===== src/design/circular_queue_with_listing_assert.svh =====
// assertion macros used by the circular queue back end
`ifndef CIRCULAR_QUEUE_WITH_LISTING_ASSERT_SVH
`define CIRCULAR_QUEUE_WITH_LISTING_ASSERT_SVH

// condition that must hold at every clock edge out of reset
`define CQWL_ASSERT_ALWAYS(label, expr, msg) \
   label: assert property (@(posedge clock) disable iff (reset) (expr)) else $error(msg);

// same-cycle implication checked at every clock edge out of reset
`define CQWL_ASSERT_IMPLY(label, ante, cons, msg) \
   label: assert property (@(posedge clock) disable iff (reset) (ante) |-> (cons)) else $error(msg);

`endif


===== src/design/cqwl_pkg.sv =====
// shared types and constants of the circular queue with listing
package cqwl_pkg;

   localparam int DEFAULT_DEPTH = 16;
   localparam int KIND_W        = 3;
   localparam int DATA_W        = 32;
   localparam int STATUS_W      = 2;
   localparam int OCC_W         = 5;

   // command kinds as they arrive on the request channel
   localparam logic [KIND_W-1:0] KIND_INSERT      = 3'd0;
   localparam logic [KIND_W-1:0] KIND_REMOVE      = 3'd1;
   localparam logic [KIND_W-1:0] KIND_PEEK_FIRST  = 3'd2;
   localparam logic [KIND_W-1:0] KIND_PEEK_LAST   = 3'd3;
   localparam logic [KIND_W-1:0] KIND_LIST_NONNEG = 3'd4;
   localparam logic [KIND_W-1:0] KIND_LIST_REV    = 3'd5;

   // response status codes
   localparam logic [STATUS_W-1:0] STATUS_OK    = 2'd0;
   localparam logic [STATUS_W-1:0] STATUS_EMPTY = 2'd1;
   localparam logic [STATUS_W-1:0] STATUS_FULL  = 2'd2;
   localparam logic [STATUS_W-1:0] STATUS_NONE  = 2'd3;

   typedef enum logic [2:0] {
      OP_INSERT,
      OP_REMOVE,
      OP_PEEK_FIRST,
      OP_PEEK_LAST,
      OP_LIST_NONNEG,
      OP_LIST_REV
   } op_type;

   typedef struct packed {
      op_type                    op;
      logic signed [DATA_W-1:0]  value;
   } cmd_type;

   typedef enum logic [1:0] {
      ST_IDLE,
      ST_WALK,
      ST_FINISH
   } state_type;

endpackage


===== src/design/cqwl_req_if.sv =====
// request channel interface: command kind and data word
interface cqwl_req_if;
   logic                                 valid;
   logic                                 ready;
   logic        [cqwl_pkg::KIND_W-1:0]   kind;
   logic signed [cqwl_pkg::DATA_W-1:0]   value;

   modport source (output valid, output kind, output value, input ready);
   modport sink   (input valid, input kind, input value, output ready);
endinterface


===== src/design/cqwl_rsp_if.sv =====
// response channel interface: status, data, occupancy and last marker
interface cqwl_rsp_if;
   logic                                 valid;
   logic                                 ready;
   logic        [cqwl_pkg::STATUS_W-1:0] status;
   logic signed [cqwl_pkg::DATA_W-1:0]   data;
   logic        [cqwl_pkg::OCC_W-1:0]    occupancy;
   logic                                 last;

   modport source (output valid, output status, output data, output occupancy, output last,
                   input ready);
   modport sink   (input valid, input status, input data, input occupancy, input last,
                   output ready);
endinterface


===== src/design/circular_queue_with_listing.sv =====
// an insert, or a command that finds the queue full or empty, is answered in the response
// register; remove, peek and listing read the memory first, then read one entry a cycle
// while the response channel is not stalled; throughput: insert one command a cycle while
// it is not stalled; remove, peek and listing hold off the next command until the walk ends
// reset: head 0, tail DEPTH-1, count 0, command queue and response register empty;
// entry storage is not cleared and needs no clearing pass
module circular_queue_with_listing #(
   parameter int DEPTH = cqwl_pkg::DEFAULT_DEPTH
) (
   input logic        clock,
   input logic        reset,
   cqwl_req_if.sink   req_ch,
   cqwl_rsp_if.source rsp_ch
);
   import cqwl_pkg::*;

   // decoded commands between front end and command queue
   logic    push_valid, push_ready;
   cmd_type push_cmd;

   // command queue to back end
   logic    pop_valid, pop_ready;
   cmd_type pop_cmd;

   // front end: takes each request transfer, drops unused kinds
   cqwl_front u_front (
      .req_ch     (req_ch),
      .push_valid (push_valid),
      .push_cmd   (push_cmd),
      .push_ready (push_ready)
   );

   // short queue so a long listing does not block request transfers at once
   cqwl_cmd_fifo u_cmd_fifo (
      .clock      (clock),
      .reset      (reset),
      .push_valid (push_valid),
      .push_cmd   (push_cmd),
      .push_ready (push_ready),
      .pop_valid  (pop_valid),
      .pop_cmd    (pop_cmd),
      .pop_ready  (pop_ready)
   );

   // back end: storage, pointers, walks and the response register
   cqwl_back #(
      .DEPTH (DEPTH)
   ) u_back (
      .clock     (clock),
      .reset     (reset),
      .cmd_valid (pop_valid),
      .cmd       (pop_cmd),
      .cmd_ready (pop_ready),
      .rsp_ch    (rsp_ch)
   );

endmodule


===== src/design/cqwl_front.sv =====
// front end: accepts requests, decodes the kind and drops unused codes
module cqwl_front (
   cqwl_req_if.sink          req_ch,
   output logic              push_valid,
   output cqwl_pkg::cmd_type push_cmd,
   input  logic              push_ready
);
   import cqwl_pkg::*;

   logic known;

   always_comb begin
      known       = 1'b1;
      push_cmd.op = OP_INSERT;
      unique case (req_ch.kind)
         KIND_INSERT:      push_cmd.op = OP_INSERT;
         KIND_REMOVE:      push_cmd.op = OP_REMOVE;
         KIND_PEEK_FIRST:  push_cmd.op = OP_PEEK_FIRST;
         KIND_PEEK_LAST:   push_cmd.op = OP_PEEK_LAST;
         KIND_LIST_NONNEG: push_cmd.op = OP_LIST_NONNEG;
         KIND_LIST_REV:    push_cmd.op = OP_LIST_REV;
         default:          known = 1'b0;
      endcase
      push_cmd.value = req_ch.value;
   end

   // unused kinds are taken and dropped
   assign req_ch.ready = push_ready;
   assign push_valid   = req_ch.valid && known;

endmodule


===== src/design/cqwl_cmd_fifo.sv =====
// two-entry command queue between front end and back end
module cqwl_cmd_fifo (
   input  logic              clock,
   input  logic              reset,
   input  logic              push_valid,
   input  cqwl_pkg::cmd_type push_cmd,
   output logic              push_ready,
   output logic              pop_valid,
   output cqwl_pkg::cmd_type pop_cmd,
   input  logic              pop_ready
);
   import cqwl_pkg::*;

   cmd_type    slot_ff [2];
   logic       wr_ptr_ff, wr_ptr_in;
   logic       rd_ptr_ff, rd_ptr_in;
   logic [1:0] fill_ff, fill_in;
   logic       push, pop;

   assign push_ready = (fill_ff != 2'd2);
   assign pop_valid  = (fill_ff != 2'd0);
   assign pop_cmd    = slot_ff[rd_ptr_ff];
   assign push       = push_valid && push_ready;
   assign pop        = pop_valid && pop_ready;

   always_comb begin
      wr_ptr_in = push ? ~wr_ptr_ff : wr_ptr_ff;
      rd_ptr_in = pop ? ~rd_ptr_ff : rd_ptr_ff;
      fill_in   = fill_ff + {1'b0, push} - {1'b0, pop};
   end

   always_ff @(posedge clock) begin
      if (reset) begin
         wr_ptr_ff <= 1'b0;
         rd_ptr_ff <= 1'b0;
         fill_ff   <= 2'd0;
      end else begin
         wr_ptr_ff <= wr_ptr_in;
         rd_ptr_ff <= rd_ptr_in;
         fill_ff   <= fill_in;
      end
   end

   always_ff @(posedge clock) begin
      if (push) begin
         slot_ff[wr_ptr_ff] <= push_cmd;
      end
   end

endmodule


===== src/design/cqwl_back.sv =====
// back end: queue storage, pointers, listing walk and response register
`include "circular_queue_with_listing_assert.svh"

module cqwl_back #(
   parameter int DEPTH = cqwl_pkg::DEFAULT_DEPTH
) (
   input  logic              clock,
   input  logic              reset,
   input  logic              cmd_valid,
   input  cqwl_pkg::cmd_type cmd,
   output logic              cmd_ready,
   cqwl_rsp_if.source        rsp_ch
);
   import cqwl_pkg::*;

   localparam int IDX_W = (DEPTH > 1) ? $clog2(DEPTH) : 1;
   localparam int CNT_W = $clog2(DEPTH + 1);
   localparam logic [IDX_W-1:0] LAST_IDX = IDX_W'(DEPTH - 1);
   localparam logic [CNT_W-1:0] FULL_CNT = CNT_W'(DEPTH);
   localparam logic [CNT_W-1:0] ONE_CNT  = CNT_W'(1);

   function automatic logic [IDX_W-1:0] idx_inc(input logic [IDX_W-1:0] idx);
      return (idx == LAST_IDX) ? '0 : idx + 1'b1;
   endfunction

   function automatic logic [IDX_W-1:0] idx_dec(input logic [IDX_W-1:0] idx);
      return (idx == '0) ? LAST_IDX : idx - 1'b1;
   endfunction

   logic signed [DATA_W-1:0] mem [DEPTH];

   state_type                state_ff, state_in;
   logic [IDX_W-1:0]         head_ff, head_in;
   logic [IDX_W-1:0]         tail_ff, tail_in;
   logic [CNT_W-1:0]         count_ff, count_in;
   logic [IDX_W-1:0]         ptr_ff, ptr_in;
   logic [CNT_W-1:0]         left_ff, left_in;
   logic                     dir_rev_ff, dir_rev_in;
   logic                     filter_ff, filter_in;
   logic                     rd_valid_ff, rd_valid_in;
   logic                     rd_last_ff, rd_last_in;
   logic signed [DATA_W-1:0] rd_data_ff;
   logic                     pend_valid_ff, pend_valid_in;
   logic signed [DATA_W-1:0] pend_data_ff, pend_data_in;

   logic                     rsp_valid_ff;
   logic [STATUS_W-1:0]      status_ff;
   logic signed [DATA_W-1:0] data_ff;
   logic [OCC_W-1:0]         occ_ff;
   logic                     last_ff;

   logic                     slot_free, cmd_pop, start_walk, consume, neg;
   logic                     rd_en, wr_en;
   logic                     emit, emit_last;
   logic [STATUS_W-1:0]      emit_status;
   logic signed [DATA_W-1:0] emit_data;

   assign slot_free  = !rsp_valid_ff || rsp_ch.ready;
   assign cmd_ready  = (state_ff == ST_IDLE) && slot_free;
   assign cmd_pop    = cmd_valid && cmd_ready;
   assign start_walk = cmd_pop && (cmd.op != OP_INSERT) && (count_ff != '0);
   assign neg        = rd_data_ff[DATA_W-1];
   assign consume    = (state_ff == ST_WALK) && rd_valid_ff &&
                       (filter_ff ? (neg || !pend_valid_ff || slot_free) : slot_free);

   // next state
   always_comb begin
      state_in = state_ff;
      unique case (state_ff)
         ST_IDLE:   if (start_walk) state_in = ST_WALK;
         ST_WALK:   if (consume && rd_last_ff) state_in = filter_ff ? ST_FINISH : ST_IDLE;
         ST_FINISH: if (slot_free) state_in = ST_IDLE;
         default:   state_in = ST_IDLE;
      endcase
   end

   // datapath and outputs
   always_comb begin
      head_in       = head_ff;
      tail_in       = tail_ff;
      count_in      = count_ff;
      ptr_in        = ptr_ff;
      left_in       = left_ff;
      dir_rev_in    = dir_rev_ff;
      filter_in     = filter_ff;
      rd_valid_in   = rd_valid_ff;
      rd_last_in    = rd_last_ff;
      pend_valid_in = pend_valid_ff;
      pend_data_in  = pend_data_ff;
      rd_en         = 1'b0;
      wr_en         = 1'b0;
      emit          = 1'b0;
      emit_status   = STATUS_OK;
      emit_data     = '0;
      emit_last     = 1'b1;
      unique case (state_ff)
         ST_IDLE: begin
            if (cmd_pop) begin
               if (cmd.op == OP_INSERT) begin
                  emit = 1'b1;
                  if (count_ff == FULL_CNT) begin
                     emit_status = STATUS_FULL;
                  end else begin
                     wr_en    = 1'b1;
                     tail_in  = idx_inc(tail_ff);
                     count_in = count_ff + 1'b1;
                  end
               end else if (count_ff == '0) begin
                  emit        = 1'b1;
                  emit_status = STATUS_EMPTY;
               end else begin
                  // single reads run as a walk of one entry
                  left_in       = (cmd.op == OP_LIST_NONNEG || cmd.op == OP_LIST_REV) ?
                                  count_ff : ONE_CNT;
                  filter_in     = (cmd.op == OP_LIST_NONNEG);
                  dir_rev_in    = (cmd.op == OP_LIST_REV);
                  ptr_in        = (cmd.op == OP_PEEK_LAST || cmd.op == OP_LIST_REV) ?
                                  tail_ff : head_ff;
                  rd_valid_in   = 1'b0;
                  pend_valid_in = 1'b0;
                  if (cmd.op == OP_REMOVE) begin
                     head_in  = idx_inc(head_ff);
                     count_in = count_ff - 1'b1;
                  end
               end
            end
         end
         ST_WALK: begin
            if (consume) begin
               rd_valid_in = 1'b0;
               if (filter_ff) begin
                  // hold one match back so the final one can carry last
                  if (!neg) begin
                     emit          = pend_valid_ff;
                     emit_data     = pend_data_ff;
                     emit_last     = 1'b0;
                     pend_valid_in = 1'b1;
                     pend_data_in  = rd_data_ff;
                  end
               end else begin
                  emit      = 1'b1;
                  emit_data = rd_data_ff;
                  emit_last = rd_last_ff;
               end
            end
            if ((left_ff != '0) && (!rd_valid_ff || consume)) begin
               rd_en       = 1'b1;
               rd_valid_in = 1'b1;
               rd_last_in  = (left_ff == ONE_CNT);
               left_in     = left_ff - 1'b1;
               ptr_in      = dir_rev_ff ? idx_dec(ptr_ff) : idx_inc(ptr_ff);
            end
         end
         ST_FINISH: begin
            if (slot_free) begin
               emit        = 1'b1;
               emit_status = pend_valid_ff ? STATUS_OK : STATUS_NONE;
               emit_data   = pend_valid_ff ? pend_data_ff : '0;
            end
         end
         default: begin
         end
      endcase
   end

   always_ff @(posedge clock) begin
      if (reset) begin
         state_ff      <= ST_IDLE;
         head_ff       <= '0;
         tail_ff       <= LAST_IDX;
         count_ff      <= '0;
         left_ff       <= '0;
         rd_valid_ff   <= 1'b0;
         pend_valid_ff <= 1'b0;
         rsp_valid_ff  <= 1'b0;
      end else begin
         state_ff      <= state_in;
         head_ff       <= head_in;
         tail_ff       <= tail_in;
         count_ff      <= count_in;
         left_ff       <= left_in;
         rd_valid_ff   <= rd_valid_in;
         pend_valid_ff <= pend_valid_in;
         if (emit) begin
            rsp_valid_ff <= 1'b1;
         end else if (rsp_ch.ready) begin
            rsp_valid_ff <= 1'b0;
         end
      end
   end

   always_ff @(posedge clock) begin
      ptr_ff       <= ptr_in;
      dir_rev_ff   <= dir_rev_in;
      filter_ff    <= filter_in;
      rd_last_ff   <= rd_last_in;
      pend_data_ff <= pend_data_in;
      if (emit) begin
         status_ff <= emit_status;
         data_ff   <= emit_data;
         occ_ff    <= OCC_W'(count_in);
         last_ff   <= emit_last;
      end
   end

   // storage: one write port at the new tail, one registered read port
   always_ff @(posedge clock) begin
      if (wr_en) begin
         mem[idx_inc(tail_ff)] <= cmd.value;
      end
      if (rd_en) begin
         rd_data_ff <= mem[ptr_ff];
      end
   end

   assign rsp_ch.valid     = rsp_valid_ff;
   assign rsp_ch.status    = status_ff;
   assign rsp_ch.data      = data_ff;
   assign rsp_ch.occupancy = occ_ff;
   assign rsp_ch.last      = last_ff;

   `CQWL_ASSERT_ALWAYS(a_count_bound, count_ff <= FULL_CNT, "count above depth")
   `CQWL_ASSERT_IMPLY(a_read_in_walk, rd_valid_ff, state_ff == ST_WALK, "read data outside walk")
   `CQWL_ASSERT_IMPLY(a_pend_filter, pend_valid_ff, filter_ff, "held match outside filter walk")
   `CQWL_ASSERT_IMPLY(a_emit_room, emit, slot_free, "response overwritten while stalled")

endmodule

===== src/flat_wrapper.sv =====
// flat-port wrapper written by rule: the top's interface ports become plain ports
module circular_queue_with_listing_flat import cqwl_pkg::*;
#(
   parameter int DEPTH = cqwl_pkg::DEFAULT_DEPTH
)
  (clock, reset, req_ch_valid, req_ch_kind, req_ch_value, req_ch_ready, rsp_ch_valid, rsp_ch_status, rsp_ch_data, rsp_ch_occupancy, rsp_ch_last, rsp_ch_ready);
  cqwl_req_if req_ch_i ();
  cqwl_rsp_if rsp_ch_i ();
  input logic clock;
  input logic reset;
  input wire logic [$bits(req_ch_i.valid)-1:0] req_ch_valid;
  input wire logic [$bits(req_ch_i.kind)-1:0] req_ch_kind;
  input wire logic [$bits(req_ch_i.value)-1:0] req_ch_value;
  output wire logic [$bits(req_ch_i.ready)-1:0] req_ch_ready;
  output wire logic [$bits(rsp_ch_i.valid)-1:0] rsp_ch_valid;
  output wire logic [$bits(rsp_ch_i.status)-1:0] rsp_ch_status;
  output wire logic [$bits(rsp_ch_i.data)-1:0] rsp_ch_data;
  output wire logic [$bits(rsp_ch_i.occupancy)-1:0] rsp_ch_occupancy;
  output wire logic [$bits(rsp_ch_i.last)-1:0] rsp_ch_last;
  input wire logic [$bits(rsp_ch_i.ready)-1:0] rsp_ch_ready;
  assign req_ch_i.valid = req_ch_valid;
  assign req_ch_i.kind = req_ch_kind;
  assign req_ch_i.value = req_ch_value;
  assign req_ch_ready = req_ch_i.ready;
  assign rsp_ch_valid = rsp_ch_i.valid;
  assign rsp_ch_status = rsp_ch_i.status;
  assign rsp_ch_data = rsp_ch_i.data;
  assign rsp_ch_occupancy = rsp_ch_i.occupancy;
  assign rsp_ch_last = rsp_ch_i.last;
  assign rsp_ch_i.ready = rsp_ch_ready;
  circular_queue_with_listing #(.DEPTH(DEPTH)) u_core (.clock(clock), .reset(reset), .req_ch(req_ch_i), .rsp_ch(rsp_ch_i));
endmodule

===== config.mk =====
export PLATFORM = sky130hd
export DESIGN_NAME = circular_queue_with_listing_flat
export DESIGN_NICKNAME = d
export VERILOG_FILES = /design/src/design/cqwl_pkg.sv /design/src/design/cqwl_req_if.sv /design/src/design/cqwl_rsp_if.sv /design/src/design/circular_queue_with_listing.sv /design/src/design/cqwl_front.sv /design/src/design/cqwl_cmd_fifo.sv /design/src/design/cqwl_back.sv /design/src/flat_wrapper.sv
export VERILOG_INCLUDE_DIRS = /design/src /design/src/design
export SDC_FILE = /design/constraint.sdc
export NUM_CORES = 1
export LEC_CHECK = 0
export BUFFER_PORTS_ARGS = -buffer_cell sky130_fd_sc_hd__buf_2
export CORE_MARGIN = 2
export CORE_UTILIZATION = 28
export DETAILED_ROUTE_END_ITERATION = 16
export SETUP_SLACK_MARGIN = 0.2
export SLEW_MARGIN = 20
export SYNTH_ARGS = -nofsm -noshare
export SYNTH_HDL_FRONTEND = slang
export SYNTH_SLANG_ARGS = --single-unit

===== constraint.sdc =====
create_clock -name clock -period 4.34 [get_ports clock]
set_input_delay 0.434 -clock clock [delete_from_list [all_inputs] [get_ports clock]]
set_output_delay 0.434 -clock clock [all_outputs]
set_load 0.01 [all_outputs]

==> summary.txt <==
Routing
  • Vias: 14,100
  • Drt first pass iters: 5
  • Final WL: 62.5 mm
  • Post-DR wirelength/cell: 21.0 um
  • Detailed Route Iter0 Violations: 1,114
  • Via density per instance: 4.75
  • DRC: 0
  • DRT antenna net count: 0

Layout
  • Final Net Count: 1,685
  • Diodes inserted: 0
  • Post-route cell area: 0.0328 mm^2
  • Area delta synth->final: 16.1%
  • Fill cells: 9,400
  • Share of layout cells above drive strength 1: 22.9%

Global route
  • GRT overflow: 0
  • Pin count of the biggest net entering global routing: 63
  • GRT Total Usage: 12.1%
  • Number of global-route vias before repair: 15,100
  • First-pass GRT wire length: 94.3 mm
  • Antenna violations before repair: 0

Die
  • Initial core utilization: 28.2%
  • Die area: 0.103 mm^2
  • Core box area: 0.100 mm^2
  • Die width: 322 um
  • Die Ht: 322 um
  • I/O pin cnt: 81
  • Row Count: 116

Timing
  • RSZ-0062 raised after global routing: false
  • Slew Limit Fails: 0
  • Final Hold Fails: 0
  • Setup TNS: 0 ns
  • Setup Skew: 0.0190 ns
  • Fin crit share: 76.7%
  • Max Clk Rate: 300 MHz
  • Worst Tran Pin Value: 1.11 ns
  • Setup-failing EPs final: 0
  • Slew HR: 26.0%
  • Setup ws final: 1.01 ns
  • Fin Hold WS: 0.0976 ns
  • Fin crit period: 3.33 ns

Pwr
  • Max VDD drop: 0.000295 V
  • Sequential Power Share: 48.8%
  • Final Power: 17,800 uW
  • Clock power frac: 34.1%
  • Net switching power: 4800 uW
  • Power per cell area: 544 mW/mm^2
  • P_int: 13,000 uW
  • Comb pwr share: 17.1%
  • Net switching share of the total power: 26.9%
  • LEAKAGE: 0.0106 uW

Placement
  • GPL Wtd Cong: 0.832
  • Post-placement cell area: 0.0301 mm^2
  • Port bufs: 80
  • HPWL after DPL: 37.6 mm
  • Post-Place Worst Slack: 0.987 ns

Logic synthesis
  • Top cells by count, synth: edfxtp_1 (692), mux4_2 (95), mux2i_1 (79), nand2_1 (79), a21oi_1 (39)
  • Synthesized cell area: 0.0282 mm^2
  • Seq/Total Area, Yosys: 75.6%
  • Synth cell types: 71
  • FF+latch count, synth: 720
  • Syn nets: 1,550
  • Avg Inst Size Synth: 19.0 um^2
  • Syn Inst Count: 1,488
  • Asr flop ratio synth: 0%
  • Top cell type's share of synthesized area: 73.6%
  • Most used DFF post-synth: edfxtp_1
  • Count leader, synth: edfxtp_1
  • Number of flops mapped to enable cells by yosys: 692
  • Synth Warn #: 0
  • Synth area leader: edfxtp_1
  • Synth area leaders: edfxtp_1 (74%), mux4_2 (7.6%), mux2i_1 (2.8%), dfxtp_1 (2.0%), mux2_2 (1.3%)

Clock tree
  • H-Tree Depth: 3
  • Clk Latency, worst-skew pair: 0.62 ns
  • Clock Tree Root: clkbuf_16
  • Clock buffer depth: 3
  • CTS clk-pin slew, worst paths: 0.06 ns
  • CTS resizes: 0
  • CTS tree: yes
  • Number of clock sinks: 720
  • CTS buffer count: 73
  • # Post-CTS Setup Buffers: 0

Worst setup path
  • Critical path arrival: 3.56 ns
  • Kind of critical path: reg -> reg
  • Crit path largest cell delay: 1.08 ns
  • Crit Path Max Fanout: 32
  • Slowest-stage cell, CP: and3_2
  • CP Cell Sequence: inv_1, ha_1, o21a_1, nand2_2, nor2_2, and3_2
  • Worst path required time: 4.57 ns
  • WP depth: 6
  • Critical Path Sink Type: flop
  • Critical path buffer and inverter count: 1
  • CP Launch Type: flop
  • Worst r2r path cells: 6
  • Worst path top cell family by delay: simple AND/OR/NAND/NOR gates

Worst hold path
  • Hold depth: 1
  • Hold Crit Class: in -> reg

Run status
  • Outcome: complete, no violations

Run
  • Max_cap viols: 0
path summary, 6_finish.rpt:
path	from	endpoint	slack, ns
hold / removal	req_ch_value[31]	u_core.u_cmd_fifo.slot_ff[1][31]	0.1
setup reg to reg	u_core.u_back.state_ff[0]	u_core.u_back.mem[2][14]	1.01
hold reg to reg	u_core.u_back.rd_data_ff[4]	u_core.u_back.pend_data_ff[4]	0.45
setup / recovery	u_core.u_back.state_ff[0]	u_core.u_back.mem[2][14]	1.01
repair_timing:
action                                 4_1_cts  5_1_grt
endpoints found under the hold margin       62        0
setup endpoints to repair                    0        0
hold buffers                                31        0
registers in the layout (all words and copies together) (netlist names), 2 cells and up, named ones only:
signal / flops
u_core.u_back.mem: 512
u_core.u_back.rsp_ch.data: 32
u_core.u_back.rd_data_ff: 32
u_core.u_back.ptr_ff: 4
u_core.u_back.rsp_ch.occupancy: 5
u_core.u_cmd_fifo.fill_ff: 2
u_core.u_back.left_ff: 5
u_core.u_cmd_fifo.slot_ff: 70
u_core.u_back.tail_ff: 4
u_core.u_back.count_ff: 5
u_core.u_back.pend_data_ff: 31
u_core.u_back.rsp_ch.status: 2
u_core.u_back.state_ff: 2
u_core.u_back.head_ff: 4
power groups by stage:
stage	Combinational [uW]	Clock, uW	Sequential, uW
3_5_place_dp	3060	0	8860
2_1_floorplan	1980	0	8820
3_3_place_gp	2970	0	8850
5_1_grt	3350	6490	8750
6_report	3040	6080	8700
4_1_cts	3100	6230	8720
area by class of cell:
class | count | area [um^2] | area share (%)
well taps | 1298 | 1620 | 4.96
inverters | 21 | 78.8 | 0.241
clock inverters | 44 | 360 | 1.10
multi-input cells | 671 | 6490 | 19.8
clock buffers | 86 | 1950 | 5.95
repair buffers | 136 | 923 | 2.82
flip-flops and latches | 720 | 21300 | 65.1
stage by stage:
stage,instances,util [%]
2_1_floorplan,1488,-
3_3_place_gp,2815,30.1
3_5_place_dp,2815,30.1
4_1_cts,2976,32.8
5_1_grt,2976,32.8
6_report,2976,32.8
layer usage:
layer / vias up / track usage [%] / part of all wire, %
li1: 6304 / - / -
met1: 7391 / 16.2 / 44
met2: 370 / 19.9 / 49
met3: 83 / 2.11 / 5.6
met4: 0 / 3.63 / 1.8
met5: - / 0 / 0
placed cells by master, fill, tap and decap left out, drive strengths merged, types with 12 or more instances in the layout:
cell,instances
inv,23
dlygate4sd3,31
dfxtp,28
nand2,80
and3,15
mux2i,79
nand3,37
a22oi,32
clkbuf,86
mux2,33
o21ai,28
nor3,12
nor2,29
mux4,95
ha,23
a22o,33
a21oi,40
o211ai,31
buf,105
clkinv,34
edfxtp,692
cell families after synthesis:
kind of cell             synth area share (%)
buffers and inverters                    1.66
AO/OA/AOI/OAI                            5.55
multiplexers                             11.7
AND/OR/NAND/NOR                          4.12
adder cells (fa/ha/maj)                  1.02
XOR/XNOR                                0.372
flip-flops                               75.6
(Power assumes the default switching activity.)
